[src/hdl/chti_pkg.sv]
package chti_pkg;

    localparam int NUM_BUCKETS = 7;
    localparam int POOL_SIZE   = 64;
    localparam int VALUE_W     = 16;
    localparam int BKT_W       = 3;
    localparam int PTR_MAX_W   = 6;
    localparam int QUEUE_DEPTH = 2;
    localparam int HASH_CHUNKS = (VALUE_W + 2) / 3;

    localparam logic CMD_INSERT = 1'b0;
    localparam logic CMD_DUMP   = 1'b1;

    localparam logic [1:0] STATUS_INSERTED = 2'd0;
    localparam logic [1:0] STATUS_REFUSED  = 2'd1;
    localparam logic [1:0] STATUS_ENTRY    = 2'd2;
    localparam logic [1:0] STATUS_EMPTY    = 2'd3;

    typedef struct packed {
        logic               command;
        logic [VALUE_W-1:0] value;
        logic [BKT_W-1:0]   bucket;
    } in_word_t;

    typedef struct packed {
        logic [1:0]         status;
        logic [VALUE_W-1:0] entry_value;
        logic [BKT_W-1:0]   entry_bucket;
        logic               last;
    } out_word_t;

    typedef enum logic [1:0] {
        OP_INSERT,
        OP_REFUSE,
        OP_DUMP,
        OP_EMPTY
    } op_t;

    typedef struct packed {
        op_t                  op;
        logic [VALUE_W-1:0]   value;
        logic [BKT_W-1:0]     bucket;
        logic [PTR_MAX_W-1:0] node;
        logic [PTR_MAX_W-1:0] tail;
        logic                 link_prev;
    } job_t;

    typedef enum logic [1:0] {
        BK_IDLE,
        BK_READ,
        BK_EMIT
    } back_state_t;

    // value mod 7: 8 == 1 (mod 7), so fold octal digits, then one correction
    function automatic logic [BKT_W-1:0] hash7(input logic [VALUE_W-1:0] v);
        logic [3*HASH_CHUNKS-1:0] vx;
        logic [5:0]               s1;
        logic [3:0]               s2;
        vx = (3*HASH_CHUNKS)'(v);
        s1 = '0;
        for (int i = 0; i < HASH_CHUNKS; i++)
        begin
            s1 = s1 + 6'(vx[3*i +: 3]);
        end
        s2 = 4'(s1[5:3]) + 4'(s1[2:0]);
        if (s2 >= 4'd7)
        begin
            s2 = s2 - 4'd7;
        end
        return BKT_W'(s2);
    endfunction

endpackage

[src/hdl/chti_queue.sv]
module chti_queue (
    input  logic            clk,
    input  logic            rst_n,
    input  logic            wr_en,
    input  chti_pkg::job_t  wr_data,
    output logic            full,
    input  logic            rd_en,
    output chti_pkg::job_t  rd_data,
    output logic            empty
);

    localparam int DEPTH = chti_pkg::QUEUE_DEPTH;
    localparam int AW    = (DEPTH > 1) ? $clog2(DEPTH) : 1;
    localparam int CW    = $clog2(DEPTH + 1);

    chti_pkg::job_t slot_reg [DEPTH];
    logic [AW-1:0]  wr_ptr_reg, wr_ptr_next;
    logic [AW-1:0]  rd_ptr_reg, rd_ptr_next;
    logic [CW-1:0]  count_reg, count_next;

    assign full    = (count_reg == CW'(DEPTH));
    assign empty   = (count_reg == '0);
    assign rd_data = slot_reg[rd_ptr_reg];

    always_comb
    begin
        wr_ptr_next = wr_ptr_reg;
        rd_ptr_next = rd_ptr_reg;
        count_next  = count_reg;
        if (wr_en)
        begin
            wr_ptr_next = (wr_ptr_reg == AW'(DEPTH - 1)) ? '0 : wr_ptr_reg + 1'b1;
        end
        if (rd_en)
        begin
            rd_ptr_next = (rd_ptr_reg == AW'(DEPTH - 1)) ? '0 : rd_ptr_reg + 1'b1;
        end
        if (wr_en && !rd_en)
        begin
            count_next = count_reg + 1'b1;
        end
        else if (rd_en && !wr_en)
        begin
            count_next = count_reg - 1'b1;
        end
    end

    always_ff @(posedge clk or negedge rst_n)
    begin
        if (!rst_n)
        begin
            wr_ptr_reg <= '0;
            rd_ptr_reg <= '0;
            count_reg  <= '0;
        end
        else
        begin
            wr_ptr_reg <= wr_ptr_next;
            rd_ptr_reg <= rd_ptr_next;
            count_reg  <= count_next;
        end
    end

    always_ff @(posedge clk)
    begin
        if (wr_en)
        begin
            slot_reg[wr_ptr_reg] <= wr_data;
        end
    end

    a_no_overflow: assert property (@(posedge clk) disable iff (!rst_n)
        wr_en |-> !full)
        else $error("queue written while full");

    a_no_underflow: assert property (@(posedge clk) disable iff (!rst_n)
        rd_en |-> !empty)
        else $error("queue read while empty");

endmodule

[src/hdl/chti_front.sv]
module chti_front #(
    parameter int POOL_SIZE = chti_pkg::POOL_SIZE
) (
    input  logic               clk,
    input  logic               rst_n,
    input  logic               push,
    input  chti_pkg::in_word_t item,
    output logic               full,
    input  logic               q_full,
    output logic               q_wr,
    output chti_pkg::job_t     q_data
);

    localparam int NB     = chti_pkg::NUM_BUCKETS;
    localparam int PTR_W  = $clog2(POOL_SIZE);
    localparam int USED_W = $clog2(POOL_SIZE + 1);
    localparam int PMW    = chti_pkg::PTR_MAX_W;
    localparam int BKT_W  = chti_pkg::BKT_W;

    logic              head_valid_reg [NB];
    logic [PTR_W-1:0]  head_ptr_reg   [NB];
    logic [PTR_W-1:0]  tail_ptr_reg   [NB];
    logic [USED_W-1:0] used_reg;

    logic             accept;
    logic [BKT_W-1:0] hash;
    logic [BKT_W-1:0] bsel;
    logic             bsel_ok;
    logic             pool_full;
    logic [PTR_W-1:0] node;
    logic             do_insert;

    assign full      = q_full;
    assign accept    = push && !q_full;
    assign hash      = chti_pkg::hash7(item.value);
    assign bsel      = item.bucket;
    assign bsel_ok   = (32'(bsel) < NB);
    assign pool_full = (used_reg == USED_W'(POOL_SIZE));
    assign node      = used_reg[PTR_W-1:0];
    assign do_insert = accept && (item.command == chti_pkg::CMD_INSERT) && !pool_full;

    always_comb
    begin
        q_wr             = accept;
        q_data.value     = item.value;
        q_data.bucket    = hash;
        q_data.node      = PMW'(node);
        q_data.tail      = PMW'(tail_ptr_reg[hash]);
        q_data.link_prev = head_valid_reg[hash];
        q_data.op        = chti_pkg::OP_INSERT;
        if (item.command == chti_pkg::CMD_INSERT)
        begin
            if (pool_full)
            begin
                q_data.op = chti_pkg::OP_REFUSE;
            end
        end
        else
        begin
            q_data.bucket    = bsel;
            q_data.link_prev = 1'b0;
            q_data.op        = chti_pkg::OP_EMPTY;
            if (bsel_ok)
            begin
                q_data.node = PMW'(head_ptr_reg[bsel]);
                q_data.tail = PMW'(tail_ptr_reg[bsel]);
                if (head_valid_reg[bsel])
                begin
                    q_data.op = chti_pkg::OP_DUMP;
                end
            end
        end
    end

    always_ff @(posedge clk or negedge rst_n)
    begin
        if (!rst_n)
        begin
            used_reg <= '0;
            for (int i = 0; i < NB; i++)
            begin
                head_valid_reg[i] <= 1'b0;
            end
        end
        else if (do_insert)
        begin
            used_reg             <= used_reg + 1'b1;
            head_valid_reg[hash] <= 1'b1;
        end
    end

    always_ff @(posedge clk)
    begin
        if (do_insert)
        begin
            tail_ptr_reg[hash] <= node;
            if (!head_valid_reg[hash])
            begin
                head_ptr_reg[hash] <= node;
            end
        end
    end

    a_used_bound: assert property (@(posedge clk) disable iff (!rst_n)
        32'(used_reg) <= POOL_SIZE)
        else $error("node count past pool size");

endmodule

[src/hdl/chti_back.sv]
module chti_back #(
    parameter int POOL_SIZE = chti_pkg::POOL_SIZE
) (
    input  logic                clk,
    input  logic                rst_n,
    input  logic                job_valid,
    input  chti_pkg::job_t      job,
    output logic                job_take,
    output chti_pkg::out_word_t result,
    output logic                empty,
    input  logic                pop
);

    localparam int PTR_W   = $clog2(POOL_SIZE);
    localparam int VALUE_W = chti_pkg::VALUE_W;
    localparam int BKT_W   = chti_pkg::BKT_W;

    logic [VALUE_W-1:0] value_mem [POOL_SIZE];
    logic [PTR_W-1:0]   link_mem  [POOL_SIZE];

    chti_pkg::back_state_t state_reg, state_next;
    logic [PTR_W-1:0]      cur_reg, cur_next;
    logic [PTR_W-1:0]      tail_reg, tail_next;
    logic [BKT_W-1:0]      bucket_reg, bucket_next;
    logic                  out_valid_reg, out_valid_next;
    chti_pkg::out_word_t   out_reg, out_next;
    logic [VALUE_W-1:0]    val_rd_reg;
    logic [PTR_W-1:0]      link_rd_reg;

    logic               out_free;
    logic               val_we;
    logic               link_we;
    logic [PTR_W-1:0]   link_waddr;
    logic [PTR_W-1:0]   job_node;

    assign out_free = !out_valid_reg || pop;
    assign empty    = !out_valid_reg;
    assign result   = out_reg;
    assign job_node = job.node[PTR_W-1:0];

    always_comb
    begin
        state_next     = state_reg;
        cur_next       = cur_reg;
        tail_next      = tail_reg;
        bucket_next    = bucket_reg;
        out_valid_next = out_valid_reg && !pop;
        out_next       = out_reg;
        job_take       = 1'b0;
        val_we         = 1'b0;
        link_we        = 1'b0;
        link_waddr     = job.tail[PTR_W-1:0];

        unique case (state_reg)
            chti_pkg::BK_IDLE:
            begin
                if (job_valid && out_free)
                begin
                    job_take              = 1'b1;
                    out_next.entry_value  = job.value;
                    out_next.entry_bucket = job.bucket;
                    out_next.last         = 1'b1;
                    unique case (job.op)
                        chti_pkg::OP_INSERT:
                        begin
                            val_we          = 1'b1;
                            link_we         = job.link_prev;
                            out_next.status = chti_pkg::STATUS_INSERTED;
                            out_valid_next  = 1'b1;
                        end
                        chti_pkg::OP_REFUSE:
                        begin
                            out_next.status = chti_pkg::STATUS_REFUSED;
                            out_valid_next  = 1'b1;
                        end
                        chti_pkg::OP_EMPTY:
                        begin
                            out_next.status      = chti_pkg::STATUS_EMPTY;
                            out_next.entry_value = '0;
                            out_valid_next       = 1'b1;
                        end
                        chti_pkg::OP_DUMP:
                        begin
                            out_next    = out_reg;
                            cur_next    = job_node;
                            tail_next   = job.tail[PTR_W-1:0];
                            bucket_next = job.bucket;
                            state_next  = chti_pkg::BK_READ;
                        end
                        default:
                        begin
                            out_next = out_reg;
                        end
                    endcase
                end
            end
            chti_pkg::BK_READ:
            begin
                state_next = chti_pkg::BK_EMIT;
            end
            chti_pkg::BK_EMIT:
            begin
                if (out_free)
                begin
                    out_valid_next        = 1'b1;
                    out_next.status       = chti_pkg::STATUS_ENTRY;
                    out_next.entry_value  = val_rd_reg;
                    out_next.entry_bucket = bucket_reg;
                    out_next.last         = (cur_reg == tail_reg);
                    if (cur_reg == tail_reg)
                    begin
                        state_next = chti_pkg::BK_IDLE;
                    end
                    else
                    begin
                        cur_next   = link_rd_reg;
                        state_next = chti_pkg::BK_READ;
                    end
                end
            end
            default:
            begin
                state_next = chti_pkg::BK_IDLE;
            end
        endcase
    end

    always_ff @(posedge clk or negedge rst_n)
    begin
        if (!rst_n)
        begin
            state_reg     <= chti_pkg::BK_IDLE;
            out_valid_reg <= 1'b0;
        end
        else
        begin
            state_reg     <= state_next;
            out_valid_reg <= out_valid_next;
        end
    end

    always_ff @(posedge clk)
    begin
        cur_reg    <= cur_next;
        tail_reg   <= tail_next;
        bucket_reg <= bucket_next;
        out_reg    <= out_next;
    end

    // node pool
    always_ff @(posedge clk)
    begin
        if (val_we)
        begin
            value_mem[job_node] <= job.value;
        end
        val_rd_reg <= value_mem[cur_reg];
    end

    always_ff @(posedge clk)
    begin
        if (link_we)
        begin
            link_mem[link_waddr] <= job_node;
        end
        link_rd_reg <= link_mem[cur_reg];
    end

    a_emit_after_read: assert property (@(posedge clk) disable iff (!rst_n)
        (state_reg == chti_pkg::BK_EMIT) |->
            ($past(state_reg) == chti_pkg::BK_READ || $past(state_reg) == chti_pkg::BK_EMIT))
        else $error("entry emitted without a pool read");

    a_take_idle: assert property (@(posedge clk) disable iff (!rst_n)
        job_take |-> (state_reg == chti_pkg::BK_IDLE) && job_valid && out_free)
        else $error("job taken outside idle");

endmodule

[src/hdl/chained_hash_table_insert_dump.sv]
// Insert or refusal result: the accepted word passes through the job queue and the output register.
// Dump: the job passes through the job queue, then each entry through BK_READ, BK_EMIT
// and the output register, set by the registered read of the node pool on each chain step.
// Throughput: one insert per cycle while results are popped and no dump runs; a dump holds the back end per entry.
// Reset: async active low; all buckets empty, node pool count zero, queue and output empty.
module chained_hash_table_insert_dump #(
    parameter int POOL_SIZE = chti_pkg::POOL_SIZE
) (
    input  logic                clk,
    input  logic                rst_n,
    input  logic                push,
    output logic                full,
    input  chti_pkg::in_word_t  item,
    input  logic                pop,
    output logic                empty,
    output chti_pkg::out_word_t result
);

    chti_pkg::job_t q_wr_data;
    chti_pkg::job_t q_rd_data;
    logic           q_wr;
    logic           q_full;
    logic           q_rd;
    logic           q_empty;

    chti_front #(
        .POOL_SIZE (POOL_SIZE)
    ) u_front (
        .clk    (clk),
        .rst_n  (rst_n),
        .push   (push),
        .item   (item),
        .full   (full),
        .q_full (q_full),
        .q_wr   (q_wr),
        .q_data (q_wr_data)
    );

    chti_queue u_queue (
        .clk     (clk),
        .rst_n   (rst_n),
        .wr_en   (q_wr),
        .wr_data (q_wr_data),
        .full    (q_full),
        .rd_en   (q_rd),
        .rd_data (q_rd_data),
        .empty   (q_empty)
    );

    chti_back #(
        .POOL_SIZE (POOL_SIZE)
    ) u_back (
        .clk       (clk),
        .rst_n     (rst_n),
        .job_valid (!q_empty),
        .job       (q_rd_data),
        .job_take  (q_rd),
        .result    (result),
        .empty     (empty),
        .pop       (pop)
    );

endmodule
[config.mk]
export PLATFORM = sky130hd
export DESIGN_NAME = chained_hash_table_insert_dump
export DESIGN_NICKNAME = d
export VERILOG_FILES = /design/src/hdl/chti_pkg.sv /design/src/hdl/chti_queue.sv /design/src/hdl/chti_front.sv /design/src/hdl/chti_back.sv /design/src/hdl/chained_hash_table_insert_dump.sv
export SDC_FILE = /design/constraint.sdc
export NUM_CORES = 2
export LEC_CHECK = 0
export BUFFER_PORTS_ARGS = -buffer_cell sky130_fd_sc_hd__buf_2
export CORE_ASPECT_RATIO = 1.1
export CORE_MARGIN = 3
export CORE_UTILIZATION = 50
export CTS_BUF_LIST = sky130_fd_sc_hd__clkbuf_4
export CTS_CLUSTER_DIAMETER = 150
export DETAILED_ROUTE_END_ITERATION = 8
export PLACE_DENSITY = 0.62
export SLEW_MARGIN = 30
export SYNTH_ARGS = -nofsm -noshare
export SYNTH_HDL_FRONTEND = slang
export SYNTH_SLANG_ARGS = --single-unit
[constraint.sdc]
create_clock -name clk -period 8.65 [get_ports clk]
set_clock_uncertainty 0.2 [all_clocks]
set_input_delay 0.4325 -clock clk [delete_from_list [all_inputs] [get_ports clk]]
set_output_delay 0.4325 -clock clk [all_outputs]
set_load 0.05 [all_outputs]
==> flow_summary.ini <==
[layout]
final_common_cell = edfxtp_1
drive_gt1_frac = 0.3399
largest_reg_flops = 1024
final_cells = 5407
stdcell_area_mm2 = 0.07238
nets = 3508
syn_to_final_growth_pct = 12.42
most-common-layout-cells = edfxtp_1 (1597), clkbuf_4 (573), mux4_2 (453)

[worst_hold_path]
hold_class = in -> reg

[critical_path]
required_ps = 9290
cp_max_fo = 18
critPathLaunchType = input pin
path_class = in -> reg
endpoint_kind = flip-flop
cp_data_arrival_time_ps = 7790

[routing]
vias = 32150
wl_per_cell_um = 27.89
antenna_left = 0
vias_per_cell = 5.947
drt_iter0_drc = 3395
drc = 0
drt-total-wl_mm = 150.8
drtPass1Iterations = 8

[placement]
dp_hpwl_mm = 88.51
io_buffers = 47
placed_cell_area_mm2 = 0.06702
place_congestion = 0.8226
placedCellCount = 4677

[floorplan]
die_x_um = 348.1
io_pins = 48
die_height_um = 382.3
core_area_mm2 = 0.1274
start_util = 0.5055
die_area_mm2 = 0.1331
rows = 137

[clock_tree]
clk_pin_slew_ps = 70
cts_max_path_buffers = 4
insertion_delay_ps = 1300
cts.repair.resized = 0
cts.sinks = 1640
cts-root-buf = clkbuf_4
numCtsBuffers = 405
h-tree-depth = 5
cts_tree = yes

[global_route]
antenna_found_initial = 2
grt_pass1_wl_mm = 224.1
grt_pass1_vias = 34070
grt_max_degree = 144
track_usage = 0.2318
grt-ovfl-total = 0

[synthesis]
async_flop_share = 0.01280
yosys.cell_types.count = 73
netlist_top_cells_area = edfxtp_1 (74%), mux4_2 (16%), mux2i_1 (1.1%)
synth.net_count = 3041
synth_area_leader_cell = edfxtp_1
synth_area_per_cell_um2 = 21.50
synth_top_area_share = 0.7449
yosysWarnings = 0
synth_seq_cells = 1640
synth-edff-count = 1597
syn_area_mm2 = 0.06438
ys.flop_type = edfxtp_1
netlist_instances = 2994
synth_seq_area_share = 0.7599

[power]
p_comb_frac = 0.308
p_clk_frac = 0.252
p_switching_mw = 8.009
cell_internal_pwr_mw = 16.04
total_power_mw = 24.05
p_sw_frac = 0.3330
seqPwrFrac = 0.440
ir_worst_vdd_v = 0.0004806
p_per_area_mw_per_mm2 = 332.3
leakagePower_nw = 23.51

[timing]
max_freq_ghz = 0.1398
hold_viol_final = 0
setup_viol = 0
rsz0062_at_grt = false
finalCriticalPeriod_ps = 7152
slew_headroom = 0.3415
post-route-period-util = 0.8268
fin_setup_tns_ps = 0
drv_slew = 0
whs_ps = 163.0
tightest_slew_ps = 987.7

[run_status]
outcome = complete, no violations

[flow_run]
maxCapViolCount = 0
[what timing repair did]
item,4_1_cts,5_1_grt
hold endpoints to repair,199,0
hold buffers,45,0
buffers inserted,0,0
[power by group through the flow]
stage / Clock, mW / Sequential [mW] / Combinational (mW)
final: 6.07 / 10.6 / 7.40
after floorplan: 0 / 10.8 / 4.81
after CTS: 6.24 / 10.6 / 7.45
after global placement: 0 / 10.7 / 7.19
after global routing: 6.69 / 10.6 / 7.94
after detailed placement: 0 / 10.7 / 7.41
[layer usage]
metal  vias to the layer above  global-route usage  routed length, um
met4                         0             0.06814               3001
met2                      1377              0.3747              75630
met1                     16940              0.3145              60170
met5                         -                   0                  0
met3                       185             0.06032              11970
li1                      13650                   -                  -
[synth_stat cells (20+ instances only)]
library cell,n
edfxtp_1,1597
mux4_2,453
nor2_1,190
nand2_1,91
mux2i_1,72
clkbuf_1,68
inv_1,57
buf_2,48
o21ai_0,41
nand3_1,32
nor3_1,29
a21oi_1,22
dfxtp_1,22
dfrtp_1,21
a22oi_1,20
nor2b_1,20
[final cells by class]
type / count / area, um2
Clock buffer: 573 / 4302
Inverter: 59 / 231.5
Fill cell: 9470 / 54980
Sequential cell: 1640 / 48920
Tap cell: 1668 / 2087
Antenna cell: 6 / 15.01
Timing Repair Buffer: 204 / 1624
Multi-Input combinational cell: 1151 / 14640
Clock inverter: 106 / 554.3
[worst paths after layout]
kind | cells after the start | end | from | slack, ps
setup / recovery | 22 | u_front.head_ptr_reg[6][2] | item[3] | 1500
hold / removal | 4 | u_queue.slot_reg[0][13] | item[19] | 160
setup reg to reg | 6 | u_back.val_rd_reg[0] | u_back.cur_reg[1] | 4410
hold reg to reg | 1 | u_front.used_reg[6] | u_front.used_reg[6] | 290
max in group asynchronous | 5 | u_queue.rd_ptr_reg | rst_n | 7510
min in group asynchronous | 5 | u_back.state_reg[0] | rst_n | 520
[worst max-delay path: stages]
cell and delay [ps]:
dlygate4sd3_1 550, buf_2 140, ha_1 220, fa_1 490, inv_1 60, fa_1 480
inv_1 50, fa_1 480, ha_1 170, inv_1 60, fa_1 450, xnor2_1 220
ha_1 290, fa_1 960, ha_1 250, buf_4 230, inv_1 230, o211a_1 220
o31ai_1 520, nor3b_2 370, a211oi_4 140, nor3_1 750
[metrics by stage]
stage | setup slack (ps) | utilization
2_1_floorplan | 2329 | -
3_3_place_gp | 1091 | 0.5256
3_5_place_dp | 951.6 | 0.5262
4_1_cts | 1774 | 0.5679
5_1_grt | 1374 | 0.5682
6_report | 1498 | 0.5683
[kinds of logic after synthesis]
logic type                 Yosys count  share of synthesized area
and+or+nand+nor                    403                    0.02742
buffers and inverters              203                    0.01370
AOI/OAI and AO/OA                  161                    0.01753
muxes                              539                     0.1723
DFF                               1640                     0.7599
adders and majority gates           23                   0.005519
xor gates and xnor gates            25                   0.003635
Power figures use the tool's default switching activity.
